## config.mk

```make
export PLATFORM = sky130hd
export DESIGN_NAME = averaging_voltage_supervisor_top
export DESIGN_NICKNAME = d
export VERILOG_FILES = /design/src/avs_pkg.sv /design/src/avs_accum.sv /design/src/avs_avg_div.sv /design/src/avs_scale.sv /design/src/avs_hyst.sv /design/src/averaging_voltage_supervisor_top.sv
export SDC_FILE = /design/constraint.sdc
export NUM_CORES = 1
export LEC_CHECK = 0
export ABC_CLOCK_PERIOD_IN_PS = 7100
export BUFFER_PORTS_ARGS = -buffer_cell sky130_fd_sc_hd__buf_2
export CORE_UTILIZATION = 58
export CTS_CLUSTER_SIZE = 28
export DETAILED_ROUTE_END_ITERATION = 7
export GPL_TIMING_DRIVEN = 0
export PLACE_DENSITY = 0.86
export SLEW_MARGIN = 10
export SYNTH_ARGS = -nofsm -noshare
export SYNTH_HDL_FRONTEND = slang
export SYNTH_SLANG_ARGS = --single-unit
```

## constraint.sdc

```tcl
create_clock -name clk -period 7.1 [get_ports clk]
set_input_delay 0.71 -clock clk [delete_from_list [all_inputs] [get_ports clk]]
set_output_delay 0.71 -clock clk [all_outputs]
set_load 0.01 [all_outputs]
```

## src/avs_pkg.sv

```systemverilog
`timescale 1ns / 1ps

package avs_pkg;

    // Samples per average, clamped to at least one.
    localparam int unsigned SAMPLE_COUNT = 10;
    localparam int unsigned BLOCK_LEN    = (SAMPLE_COUNT < 1) ? 1 : SAMPLE_COUNT;
    localparam int unsigned ROUND_HALF   = BLOCK_LEN / 2;

    localparam int unsigned ADC_W  = 12;
    localparam int unsigned SUM_W  = 16;
    localparam int unsigned CNT_W  = 5;
    localparam int unsigned V_W    = 16;
    localparam int unsigned CFG_IDX_W = 3;

    // Request codes on the op field.
    localparam logic OP_SAMPLE  = 1'b0;
    localparam logic OP_RESTART = 1'b1;

    // Average: (sum + n/2) / n through a reciprocal multiply and one correction step.
    localparam int unsigned NUM_W       = SUM_W + 1;
    localparam int unsigned AVG_W       = ADC_W;
    localparam int unsigned Q1_W        = AVG_W + 1;
    localparam int unsigned AVG_SHIFT   = 20;
    localparam int unsigned AVG_RECIP_W = AVG_SHIFT + 1;
    localparam int unsigned AVG_PROD_W  = NUM_W + AVG_RECIP_W;
    localparam int unsigned AVG_REM_W   = NUM_W + 1;
    localparam logic [AVG_RECIP_W-1:0] AVG_RECIP =
        AVG_RECIP_W'((64'd1 << AVG_SHIFT) / 64'(BLOCK_LEN));

    // Scaling: (avg * full_scale + 2047) / 4095, again by reciprocal and correction.
    localparam int unsigned ADC_FULL    = 4095;
    localparam int unsigned ADC_HALF    = ADC_FULL / 2;
    localparam int unsigned VNUM_W      = AVG_W + V_W + 1;
    localparam int unsigned V_SHIFT     = 40;
    localparam int unsigned V_RECIP_W   = 29;
    localparam int unsigned V_PROD_W    = VNUM_W + V_RECIP_W;
    localparam int unsigned Q2_W        = V_W + 1;
    localparam int unsigned V_REM_W     = VNUM_W + 1;
    localparam logic [63:0] V_RECIP_FULL = (64'd1 << V_SHIFT) / 64'(ADC_FULL);
    localparam logic [V_RECIP_W-1:0] V_RECIP = V_RECIP_W'(V_RECIP_FULL);

    typedef enum logic [CFG_IDX_W-1:0] {
        CFG_FULL_SCALE  = 3'd0,
        CFG_UV_LIMIT    = 3'd1,
        CFG_UV_RECOVERY = 3'd2,
        CFG_OV_LIMIT    = 3'd3,
        CFG_OV_RECOVERY = 3'd4
    } cfg_idx_t;

    localparam logic [V_W-1:0] RST_FULL_SCALE  = 16'd2000;
    localparam logic [V_W-1:0] RST_UV_LIMIT    = 16'd1050;
    localparam logic [V_W-1:0] RST_UV_RECOVERY = 16'd1100;
    localparam logic [V_W-1:0] RST_OV_LIMIT    = 16'd1350;
    localparam logic [V_W-1:0] RST_OV_RECOVERY = 16'd1300;

    typedef struct packed {
        logic [V_W-1:0] full_scale;
        logic [V_W-1:0] uv_limit;
        logic [V_W-1:0] uv_recovery;
        logic [V_W-1:0] ov_limit;
        logic [V_W-1:0] ov_recovery;
    } avs_cfg_t;

    typedef struct packed {
        logic [V_W-1:0] volts;
        logic           under;
        logic           over;
        logic           alarm;
        logic           under_chg;
        logic           over_chg;
    } avs_result_t;

endpackage

```

## src/avs_accum.sv

```systemverilog
`timescale 1ns / 1ps

module avs_accum
(
    input  logic                           clk,
    input  logic                           rst_n,
    input  logic                           in_valid,
    output logic                           in_ready,
    input  logic                           op,
    input  logic [avs_pkg::ADC_W-1:0]      adc_sample,
    output logic                           num_valid,
    input  logic                           num_ready,
    output logic [avs_pkg::NUM_W-1:0]      num
);

    logic [avs_pkg::SUM_W-1:0] total_reg, total_next;
    logic [avs_pkg::CNT_W-1:0] count_reg, count_next;
    logic [avs_pkg::NUM_W-1:0] num_reg, num_next;
    logic                      num_valid_reg, num_valid_next;
    logic [avs_pkg::SUM_W-1:0] sum;
    logic                      accept;
    logic                      last;

    assign in_ready = !num_valid_reg || num_ready;
    assign accept   = in_valid && in_ready;
    assign sum      = total_reg + avs_pkg::SUM_W'(adc_sample);
    assign last     = (count_reg == avs_pkg::CNT_W'(avs_pkg::BLOCK_LEN - 1));

    always_comb
    begin
        total_next     = total_reg;
        count_next     = count_reg;
        num_next       = num_reg;
        num_valid_next = num_valid_reg && !num_ready;
        if (accept)
        begin
            if (op == avs_pkg::OP_RESTART)
            begin
                total_next = '0;
                count_next = '0;
            end
            else if (last)
            begin
                total_next     = '0;
                count_next     = '0;
                num_next       = avs_pkg::NUM_W'(sum) + avs_pkg::NUM_W'(avs_pkg::ROUND_HALF);
                num_valid_next = 1'b1;
            end
            else
            begin
                total_next = sum;
                count_next = count_reg + avs_pkg::CNT_W'(1);
            end
        end
    end

    always_ff @(posedge clk or negedge rst_n)
    begin
        if (!rst_n)
        begin
            total_reg     <= '0;
            count_reg     <= '0;
            num_valid_reg <= 1'b0;
        end
        else
        begin
            total_reg     <= total_next;
            count_reg     <= count_next;
            num_valid_reg <= num_valid_next;
        end
    end

    always_ff @(posedge clk)
    begin
        num_reg <= num_next;
    end

    assign num_valid = num_valid_reg;
    assign num       = num_reg;

    a_count_range: assert property (@(posedge clk) disable iff (!rst_n)
        count_reg <= avs_pkg::CNT_W'(avs_pkg::BLOCK_LEN - 1))
        else $error("sample count passed the block length");

    a_restart_clears: assert property (@(posedge clk) disable iff (!rst_n)
        (accept && op == avs_pkg::OP_RESTART) |=> (total_reg == '0 && count_reg == '0))
        else $error("restart did not clear the accumulator");

endmodule

```

## src/avs_avg_div.sv

```systemverilog
`timescale 1ns / 1ps

module avs_avg_div
(
    input  logic                          clk,
    input  logic                          rst_n,
    input  logic                          in_valid,
    output logic                          in_ready,
    input  logic [avs_pkg::NUM_W-1:0]     num,
    output logic                          out_valid,
    input  logic                          out_ready,
    output logic [avs_pkg::AVG_W-1:0]     avg
);

    logic                            v2_reg, v3_reg;
    logic                            rdy2, rdy3;
    logic [avs_pkg::NUM_W-1:0]       num2_reg;
    logic [avs_pkg::Q1_W-1:0]        q1_reg, q1_next;
    logic [avs_pkg::AVG_W-1:0]       avg_reg, avg_next;
    logic [avs_pkg::AVG_PROD_W-1:0]  prod;
    logic [avs_pkg::AVG_REM_W-1:0]   rem;
    logic [avs_pkg::Q1_W-1:0]        q_fix;

    assign rdy3     = !v3_reg || out_ready;
    assign rdy2     = !v2_reg || rdy3;
    assign in_ready = rdy2;

    // Estimate is exact or one short.
    always_comb
    begin
        prod    = avs_pkg::AVG_PROD_W'(num) * avs_pkg::AVG_PROD_W'(avs_pkg::AVG_RECIP);
        q1_next = prod[avs_pkg::AVG_SHIFT +: avs_pkg::Q1_W];
    end

    always_comb
    begin
        rem = avs_pkg::AVG_REM_W'(num2_reg)
            - avs_pkg::AVG_REM_W'(q1_reg) * avs_pkg::AVG_REM_W'(avs_pkg::BLOCK_LEN);
        if (rem >= avs_pkg::AVG_REM_W'(avs_pkg::BLOCK_LEN))
            q_fix = q1_reg + avs_pkg::Q1_W'(1);
        else
            q_fix = q1_reg;
        avg_next = q_fix[avs_pkg::AVG_W-1:0];
    end

    always_ff @(posedge clk or negedge rst_n)
    begin
        if (!rst_n)
        begin
            v2_reg <= 1'b0;
            v3_reg <= 1'b0;
        end
        else
        begin
            if (rdy2)
                v2_reg <= in_valid;
            if (rdy3)
                v3_reg <= v2_reg;
        end
    end

    always_ff @(posedge clk)
    begin
        if (rdy2)
        begin
            num2_reg <= num;
            q1_reg   <= q1_next;
        end
        if (rdy3)
            avg_reg <= avg_next;
    end

    assign out_valid = v3_reg;
    assign avg       = avg_reg;

endmodule

```

## src/avs_scale.sv

```systemverilog
`timescale 1ns / 1ps

module avs_scale
(
    input  logic                         clk,
    input  logic                         rst_n,
    input  avs_pkg::avs_cfg_t            cfg,
    input  logic                         in_valid,
    output logic                         in_ready,
    input  logic [avs_pkg::AVG_W-1:0]    avg,
    output logic                         out_valid,
    input  logic                         out_ready,
    output logic [avs_pkg::V_W-1:0]      volts
);

    logic                          v4_reg, v5_reg, v6_reg;
    logic                          rdy4, rdy5, rdy6;
    logic [avs_pkg::VNUM_W-1:0]    x4_reg, x4_next, x5_reg;
    logic [avs_pkg::Q2_W-1:0]      q2_reg, q2_next, q_fix;
    logic [avs_pkg::V_W-1:0]       volts_reg, volts_next;
    logic [avs_pkg::V_PROD_W-1:0]  prod;
    logic [avs_pkg::V_REM_W-1:0]   qm;
    logic [avs_pkg::V_REM_W-1:0]   rem;

    assign rdy6     = !v6_reg || out_ready;
    assign rdy5     = !v5_reg || rdy6;
    assign rdy4     = !v4_reg || rdy5;
    assign in_ready = rdy4;

    assign x4_next = avs_pkg::VNUM_W'(avg) * avs_pkg::VNUM_W'(cfg.full_scale)
                   + avs_pkg::VNUM_W'(avs_pkg::ADC_HALF);

    always_comb
    begin
        prod    = avs_pkg::V_PROD_W'(x4_reg) * avs_pkg::V_PROD_W'(avs_pkg::V_RECIP);
        q2_next = prod[avs_pkg::V_SHIFT +: avs_pkg::Q2_W];
    end

    // The divisor is 2^12 - 1, so q * 4095 is a shift and a subtract.
    always_comb
    begin
        qm  = (avs_pkg::V_REM_W'(q2_reg) << avs_pkg::ADC_W) - avs_pkg::V_REM_W'(q2_reg);
        rem = avs_pkg::V_REM_W'(x5_reg) - qm;
        if (rem >= avs_pkg::V_REM_W'(avs_pkg::ADC_FULL))
            q_fix = q2_reg + avs_pkg::Q2_W'(1);
        else
            q_fix = q2_reg;
        volts_next = q_fix[avs_pkg::V_W-1:0];
    end

    always_ff @(posedge clk or negedge rst_n)
    begin
        if (!rst_n)
        begin
            v4_reg <= 1'b0;
            v5_reg <= 1'b0;
            v6_reg <= 1'b0;
        end
        else
        begin
            if (rdy4)
                v4_reg <= in_valid;
            if (rdy5)
                v5_reg <= v4_reg;
            if (rdy6)
                v6_reg <= v5_reg;
        end
    end

    always_ff @(posedge clk)
    begin
        if (rdy4)
            x4_reg <= x4_next;
        if (rdy5)
        begin
            x5_reg <= x4_reg;
            q2_reg <= q2_next;
        end
        if (rdy6)
            volts_reg <= volts_next;
    end

    assign out_valid = v6_reg;
    assign volts     = volts_reg;

endmodule

```

## src/avs_hyst.sv

```systemverilog
`timescale 1ns / 1ps

module avs_hyst
(
    input  logic                       clk,
    input  logic                       rst_n,
    input  avs_pkg::avs_cfg_t          cfg,
    input  logic                       in_valid,
    output logic                       in_ready,
    input  logic [avs_pkg::V_W-1:0]    volts,
    output logic                       out_valid,
    input  logic                       out_ready,
    output avs_pkg::avs_result_t       res
);

    logic                  under_reg, under_next;
    logic                  over_reg, over_next;
    logic                  out_valid_reg;
    avs_pkg::avs_result_t  res_reg, res_next;
    logic                  load;

    assign in_ready = !out_valid_reg || out_ready;
    assign load     = in_valid && in_ready;

    // A clear flag tests only its limit, a set flag only its recovery level.
    always_comb
    begin
        if (under_reg)
            under_next = !(volts >= cfg.uv_recovery);
        else
            under_next = (volts < cfg.uv_limit);
        if (over_reg)
            over_next = !(volts <= cfg.ov_recovery);
        else
            over_next = (volts > cfg.ov_limit);
        res_next.volts     = volts;
        res_next.under     = under_next;
        res_next.over      = over_next;
        res_next.alarm     = under_next || over_next;
        res_next.under_chg = under_next != under_reg;
        res_next.over_chg  = over_next != over_reg;
    end

    always_ff @(posedge clk or negedge rst_n)
    begin
        if (!rst_n)
        begin
            under_reg     <= 1'b0;
            over_reg      <= 1'b0;
            out_valid_reg <= 1'b0;
        end
        else
        begin
            if (in_ready)
                out_valid_reg <= in_valid;
            if (load)
            begin
                under_reg <= under_next;
                over_reg  <= over_next;
            end
        end
    end

    always_ff @(posedge clk)
    begin
        if (load)
            res_reg <= res_next;
    end

    assign out_valid = out_valid_reg;
    assign res       = res_reg;

    a_alarm_or: assert property (@(posedge clk) disable iff (!rst_n)
        out_valid_reg |-> (res_reg.alarm == (res_reg.under || res_reg.over)))
        else $error("alarm level does not match the flags");

    a_under_event: assert property (@(posedge clk) disable iff (!rst_n)
        load |=> (res_reg.under_chg == (under_reg != $past(under_reg))))
        else $error("undervoltage event does not match the flag change");

    a_over_event: assert property (@(posedge clk) disable iff (!rst_n)
        load |=> (res_reg.over_chg == (over_reg != $past(over_reg))))
        else $error("overvoltage event does not match the flag change");

endmodule

```

## src/averaging_voltage_supervisor_top.sv

```systemverilog
`timescale 1ns / 1ps
// A result passes the accumulator, average division, scaling and flag registers in order.
// Throughput: one sample request per cycle, sustained; the seven register stages
// (accumulator, two for the average division, three for scaling, one for the flags)
// each hold one request, so back-pressure only stops input once every stage is full.
// Reset (rst_n, asynchronous, active low): the configuration returns to its defaults,
// accumulator and flags clear and the pipeline empties; no clearing pass is needed.

module averaging_voltage_supervisor_top
(
    input  logic                              clk,
    input  logic                              rst_n,
    input  logic                              in_valid,
    output logic                              in_ready,
    input  logic                              op,
    input  logic [avs_pkg::ADC_W-1:0]         adc_sample,
    input  logic                              cfg_valid,
    output logic                              cfg_ready,
    input  logic [avs_pkg::CFG_IDX_W-1:0]     cfg_index,
    input  logic [avs_pkg::V_W-1:0]           cfg_data,
    output logic                              out_valid,
    input  logic                              out_ready,
    output logic [avs_pkg::V_W-1:0]           volts_hundredths,
    output logic                              under_flag,
    output logic                              over_flag,
    output logic                              alarm_level,
    output logic                              under_changed,
    output logic                              over_changed
);

    avs_pkg::avs_cfg_t     cfg_reg, cfg_next;
    avs_pkg::avs_result_t  res;
    logic                              num_valid, num_ready;
    logic [avs_pkg::NUM_W-1:0]         num;
    logic                              avg_valid, avg_ready;
    logic [avs_pkg::AVG_W-1:0]         avg;
    logic                              volts_valid, volts_ready;
    logic [avs_pkg::V_W-1:0]           volts;

    // Configuration writes are always taken; the host must only write while idle,
    // which the block does not enforce. A write to an unused index is dropped.
    assign cfg_ready = 1'b1;

    always_comb
    begin
        cfg_next = cfg_reg;
        if (cfg_valid)
        begin
            case (avs_pkg::cfg_idx_t'(cfg_index))
                avs_pkg::CFG_FULL_SCALE:  cfg_next.full_scale  = cfg_data;
                avs_pkg::CFG_UV_LIMIT:    cfg_next.uv_limit    = cfg_data;
                avs_pkg::CFG_UV_RECOVERY: cfg_next.uv_recovery = cfg_data;
                avs_pkg::CFG_OV_LIMIT:    cfg_next.ov_limit    = cfg_data;
                avs_pkg::CFG_OV_RECOVERY: cfg_next.ov_recovery = cfg_data;
                default:                  cfg_next = cfg_reg;
            endcase
        end
    end

    always_ff @(posedge clk or negedge rst_n)
    begin
        if (!rst_n)
        begin
            cfg_reg.full_scale  <= avs_pkg::RST_FULL_SCALE;
            cfg_reg.uv_limit    <= avs_pkg::RST_UV_LIMIT;
            cfg_reg.uv_recovery <= avs_pkg::RST_UV_RECOVERY;
            cfg_reg.ov_limit    <= avs_pkg::RST_OV_LIMIT;
            cfg_reg.ov_recovery <= avs_pkg::RST_OV_RECOVERY;
        end
        else
        begin
            cfg_reg <= cfg_next;
        end
    end

    // Sample requests are summed here; a restart request clears the running sum
    // and count but leaves the flags alone. Only the request that completes a
    // block passes a rounded numerator down the pipeline.
    avs_accum u_accum
    (
        .clk        (clk),
        .rst_n      (rst_n),
        .in_valid   (in_valid),
        .in_ready   (in_ready),
        .op         (op),
        .adc_sample (adc_sample),
        .num_valid  (num_valid),
        .num_ready  (num_ready),
        .num        (num)
    );

    // Division by the block length: reciprocal multiply, then one correction.
    avs_avg_div u_avg_div
    (
        .clk       (clk),
        .rst_n     (rst_n),
        .in_valid  (num_valid),
        .in_ready  (num_ready),
        .num       (num),
        .out_valid (avg_valid),
        .out_ready (avg_ready),
        .avg       (avg)
    );

    // Conversion to hundredths of a volt with rounding.
    avs_scale u_scale
    (
        .clk       (clk),
        .rst_n     (rst_n),
        .cfg       (cfg_reg),
        .in_valid  (avg_valid),
        .in_ready  (avg_ready),
        .avg       (avg),
        .out_valid (volts_valid),
        .out_ready (volts_ready),
        .volts     (volts)
    );

    // Hysteresis flags and the output register.
    avs_hyst u_hyst
    (
        .clk       (clk),
        .rst_n     (rst_n),
        .cfg       (cfg_reg),
        .in_valid  (volts_valid),
        .in_ready  (volts_ready),
        .volts     (volts),
        .out_valid (out_valid),
        .out_ready (out_ready),
        .res       (res)
    );

    assign volts_hundredths = res.volts;
    assign under_flag       = res.under;
    assign over_flag        = res.over;
    assign alarm_level      = res.alarm;
    assign under_changed    = res.under_chg;
    assign over_changed     = res.over_chg;

endmodule

```

==> results_dict.tcl <==
set metrics [dict create \
    nNetsFinal 3803 \
    syn_area_per_cell_um2 9.88 \
    yosys_warnings 0 \
    cts_setup_buffers 0 \
    cp_max_fo 6 \
    initial_core_util_pct 59.2 \
    hold_path_class "input port to asynchronous set/reset pin" \
    syn_to_final_growth_pct 7.70 \
    wl_per_cell_um 17.8 \
    drc_errors 0 \
    wirelength_um 66400 \
    finish.utilization_pct 63.8 \
    skew_ps 14.4 \
    largest_register_ff_count 80 \
    fmaxAchievable_mhz 147 \
    ys.flop_type "edfxtp_1" \
    hpwlAfterDp_um 53400 \
    ys_types 83 \
    synthArstFlopShare_pct 39.3 \
    pin_count 61 \
    drive_above_1_share_pct 6.55 \
    clkSinkCount 280 \
    grt_pass1_wl_um 110000 \
    drv_slew 0 \
    max_cap_viol_count 0 \
    outcome "completed" \
    rsz0062_at_grt "false" \
    clk_latency_ps 580 \
    grt_pass1_vias 22500 \
    die_area_um2 51200 \
    rr_startpoint "u_accum.num[1]$_DFFE_PP_" \
    antenna_found_initial 0 \
    worst_slew_pin_slew_ps 1120 \
    synth_fp_nets 3709 \
    setup_viol_count_final 0 \
    fp.dieW_um 226 \
    grt_max_degree 75 \
    drt_iter0_markers 1516 \
    critPathRequiredTime_ps 7400 \
    start_kind "flop" \
    slew_headroom_pct 24.2 \
    numCtsBuffers 29 \
    ys_seq_elements 280 \
    endpoint_kind "flop" \
    ys_seq_area_share_pct 27.0 \
    diodes 0 \
    worstSetupStartpoint "u_accum.num[1]$_DFFE_PP_" \
    rows 81 \
    clock_path_buffers 3 \
    crit_end "u_avg_div.q1_reg[12]$_DFFE_PP_" \
    gr-total-overflow 0 \
    rr_worst_depth 23 \
    routed_via_density 5.78 \
    clkTransAtPathRegs_ps 60 \
    htree_levels 1 \
    worstPathArrival_ps 7080 \
    numPortBuffers 59 \
    hold_violations 0 \
    die_h_um 226 \
    track_usage_pct 26.9 \
    r2r_setup_slack_ps 320 \
    cts_root_buf "clkbuf_16" \
    setup_tns_ps 0 \
    antenna_left 0 \
    cts_tree "done" \
    netlist_instances 2952 \
    synth-edff-count 170 \
    drt_pass1_iterations 8 \
    syn_area_um2 29200 \
    core_area_um2 49300 \
    period_share_pct 95.5 \
    final.min_clock_period_ps 6780 \
    worstReg2RegEnd "u_avg_div.q1_reg[12]$_DFFE_PP_" \
    crit_type "flop to flop" \
    num_vias 21600 \
    routabilityCongestion 0.963 \
]
## Yosys cell counts, drive strengths merged (12+ instances only)
cell type | instances | share of area [%]
xnor2 | 91 | 2.7
inv | 596 | 7.7
clkbuf | 49 | 0.63
o31ai | 12 | 0.31
a21o | 49 | 1.3
o21ai | 137 | 2.4
and3 | 19 | 0.41
a31oi | 12 | 0.26
ha | 467 | 20
o21bai | 13 | 0.33
nand3 | 40 | 0.69
dfstp | 23 | 2.1
a21oi | 99 | 1.7
fa | 253 | 17
a211oi | 14 | 0.36
dfrtp | 87 | 7.5
nand4 | 31 | 0.66
o21a | 33 | 0.85
nand2 | 241 | 3.1
xor2 | 41 | 1.2
nand2b | 28 | 0.60
mux2 | 37 | 1.4
nor3 | 36 | 0.62
edfxtp | 170 | 17
nor2 | 94 | 1.2
nor4 | 13 | 0.33
nor2b | 18 | 0.39
and2 | 96 | 2.1
## routing by layer
layer  track usage, %  wire (um)  up-vias
li1                 -          -    10100
met3             3.81       4200      191
met1             32.8      26400    10500
met5                0          0        -
met4             10.9       3030        0
met2             47.7      32800      823
## cells by family after synthesis
group / count (synthesis) / synth area share [%]
multiplexers: 39 / 1.50
adder cells (fa/ha/maj): 720 / 37.4
XOR/XNOR: 132 / 3.96
flip-flops: 280 / 27.0
AND/OR/NAND/NOR: 661 / 11.3
AO/OA/AOI/OAI: 468 / 10.4
other: 1 / 0.0129
buffers and inverters: 651 / 8.44
## area by class of cell
cell class	instances	area (um^2)
well taps	664	831
flip-flops and latches	280	7890
inverters	596	2240
multi-input cells	2021	18900
clock inverters	21	258
fillers	3696	17800
clock buffers	33	761
repair buffers	63	364
plain buffers	55	224
## how the worst min path moves through the flow
stage                                start                      endpoint  slack (ps)  depth (start not counted)
2_1_floorplan                        rst_n        cfg_reg[0]$_DFFE_PN0P_         410                          0
3_3_place_gp   u_accum.num_valid$_DFF_PN0_  u_avg_div.v2_reg$_DFFE_PN0P_         460                          1
3_5_place_dp   u_accum.num_valid$_DFF_PN0_  u_avg_div.v2_reg$_DFFE_PN0P_         460                          1
4_1_cts                              rst_n  u_hyst.out_valid$_DFFE_PN0N_          40                          1
5_1_grt                              rst_n  u_hyst.out_valid$_DFFE_PN0N_          50                          1
6_report                             rst_n  u_hyst.out_valid$_DFFE_PN0N_          40                          1
## placed cells by master, fill, tap and decap left out, types with 38 or more instances in the layout
cell type  count
and2_1        96
buf_2         60
nand3_1       38
o21ai_0      134
xnor2_1       91
inv_1        595
a21o_1        49
clkbuf_1      51
edfxtp_1     170
a21oi_1       98
nand2_1      241
ha_1         467
dfrtp_1       87
xor2_1        41
nor2_1        94
fa_1         253
## stage by stage
stage | cells | worst slack (ps) | area (um^2) | hold slack [ps]
2_1_floorplan | 2952 | 1190 | 29200 | 414
3_3_place_gp | 3675 | 341 | 30300 | 458
3_5_place_dp | 3679 | 173 | 30400 | 458
4_1_cts | 3733 | 145 | 31400 | 38.5
5_1_grt | 3733 | 44.2 | 31400 | 53.1
6_report | 3733 | 316 | 31400 | 37.7
## what timing repair did
action / 4_1_cts / 5_1_grt
endpoints found under the setup margin: 0 / 2
hold buffers: 0 / 0
hold endpoints to repair: 0 / 0
gates resized for setup: 0 / 2
## critical path: stages, from the launching register on
cell	delay (ps)
edfxtp_1	580
ha_1	430
xor2_1	160
ha_1	300
inv_1	60
fa_1	540
inv_1	60
fa_1	500
fa_1	540
inv_1	50
fa_1	540
inv_1	80
ha_1	310
and2_1	180
a21oi_1	170
o211ai_1	130
a21oi_2	230
or3b_1	190
a311oi_1	170
o41a_1	390
a21o_1	250
a21o_1	200
o41ai_2	270
xnor2_1	160
Power is not shown: default switching activity piles up to over one toggle a cycle in this logic, so the estimate is an artifact.
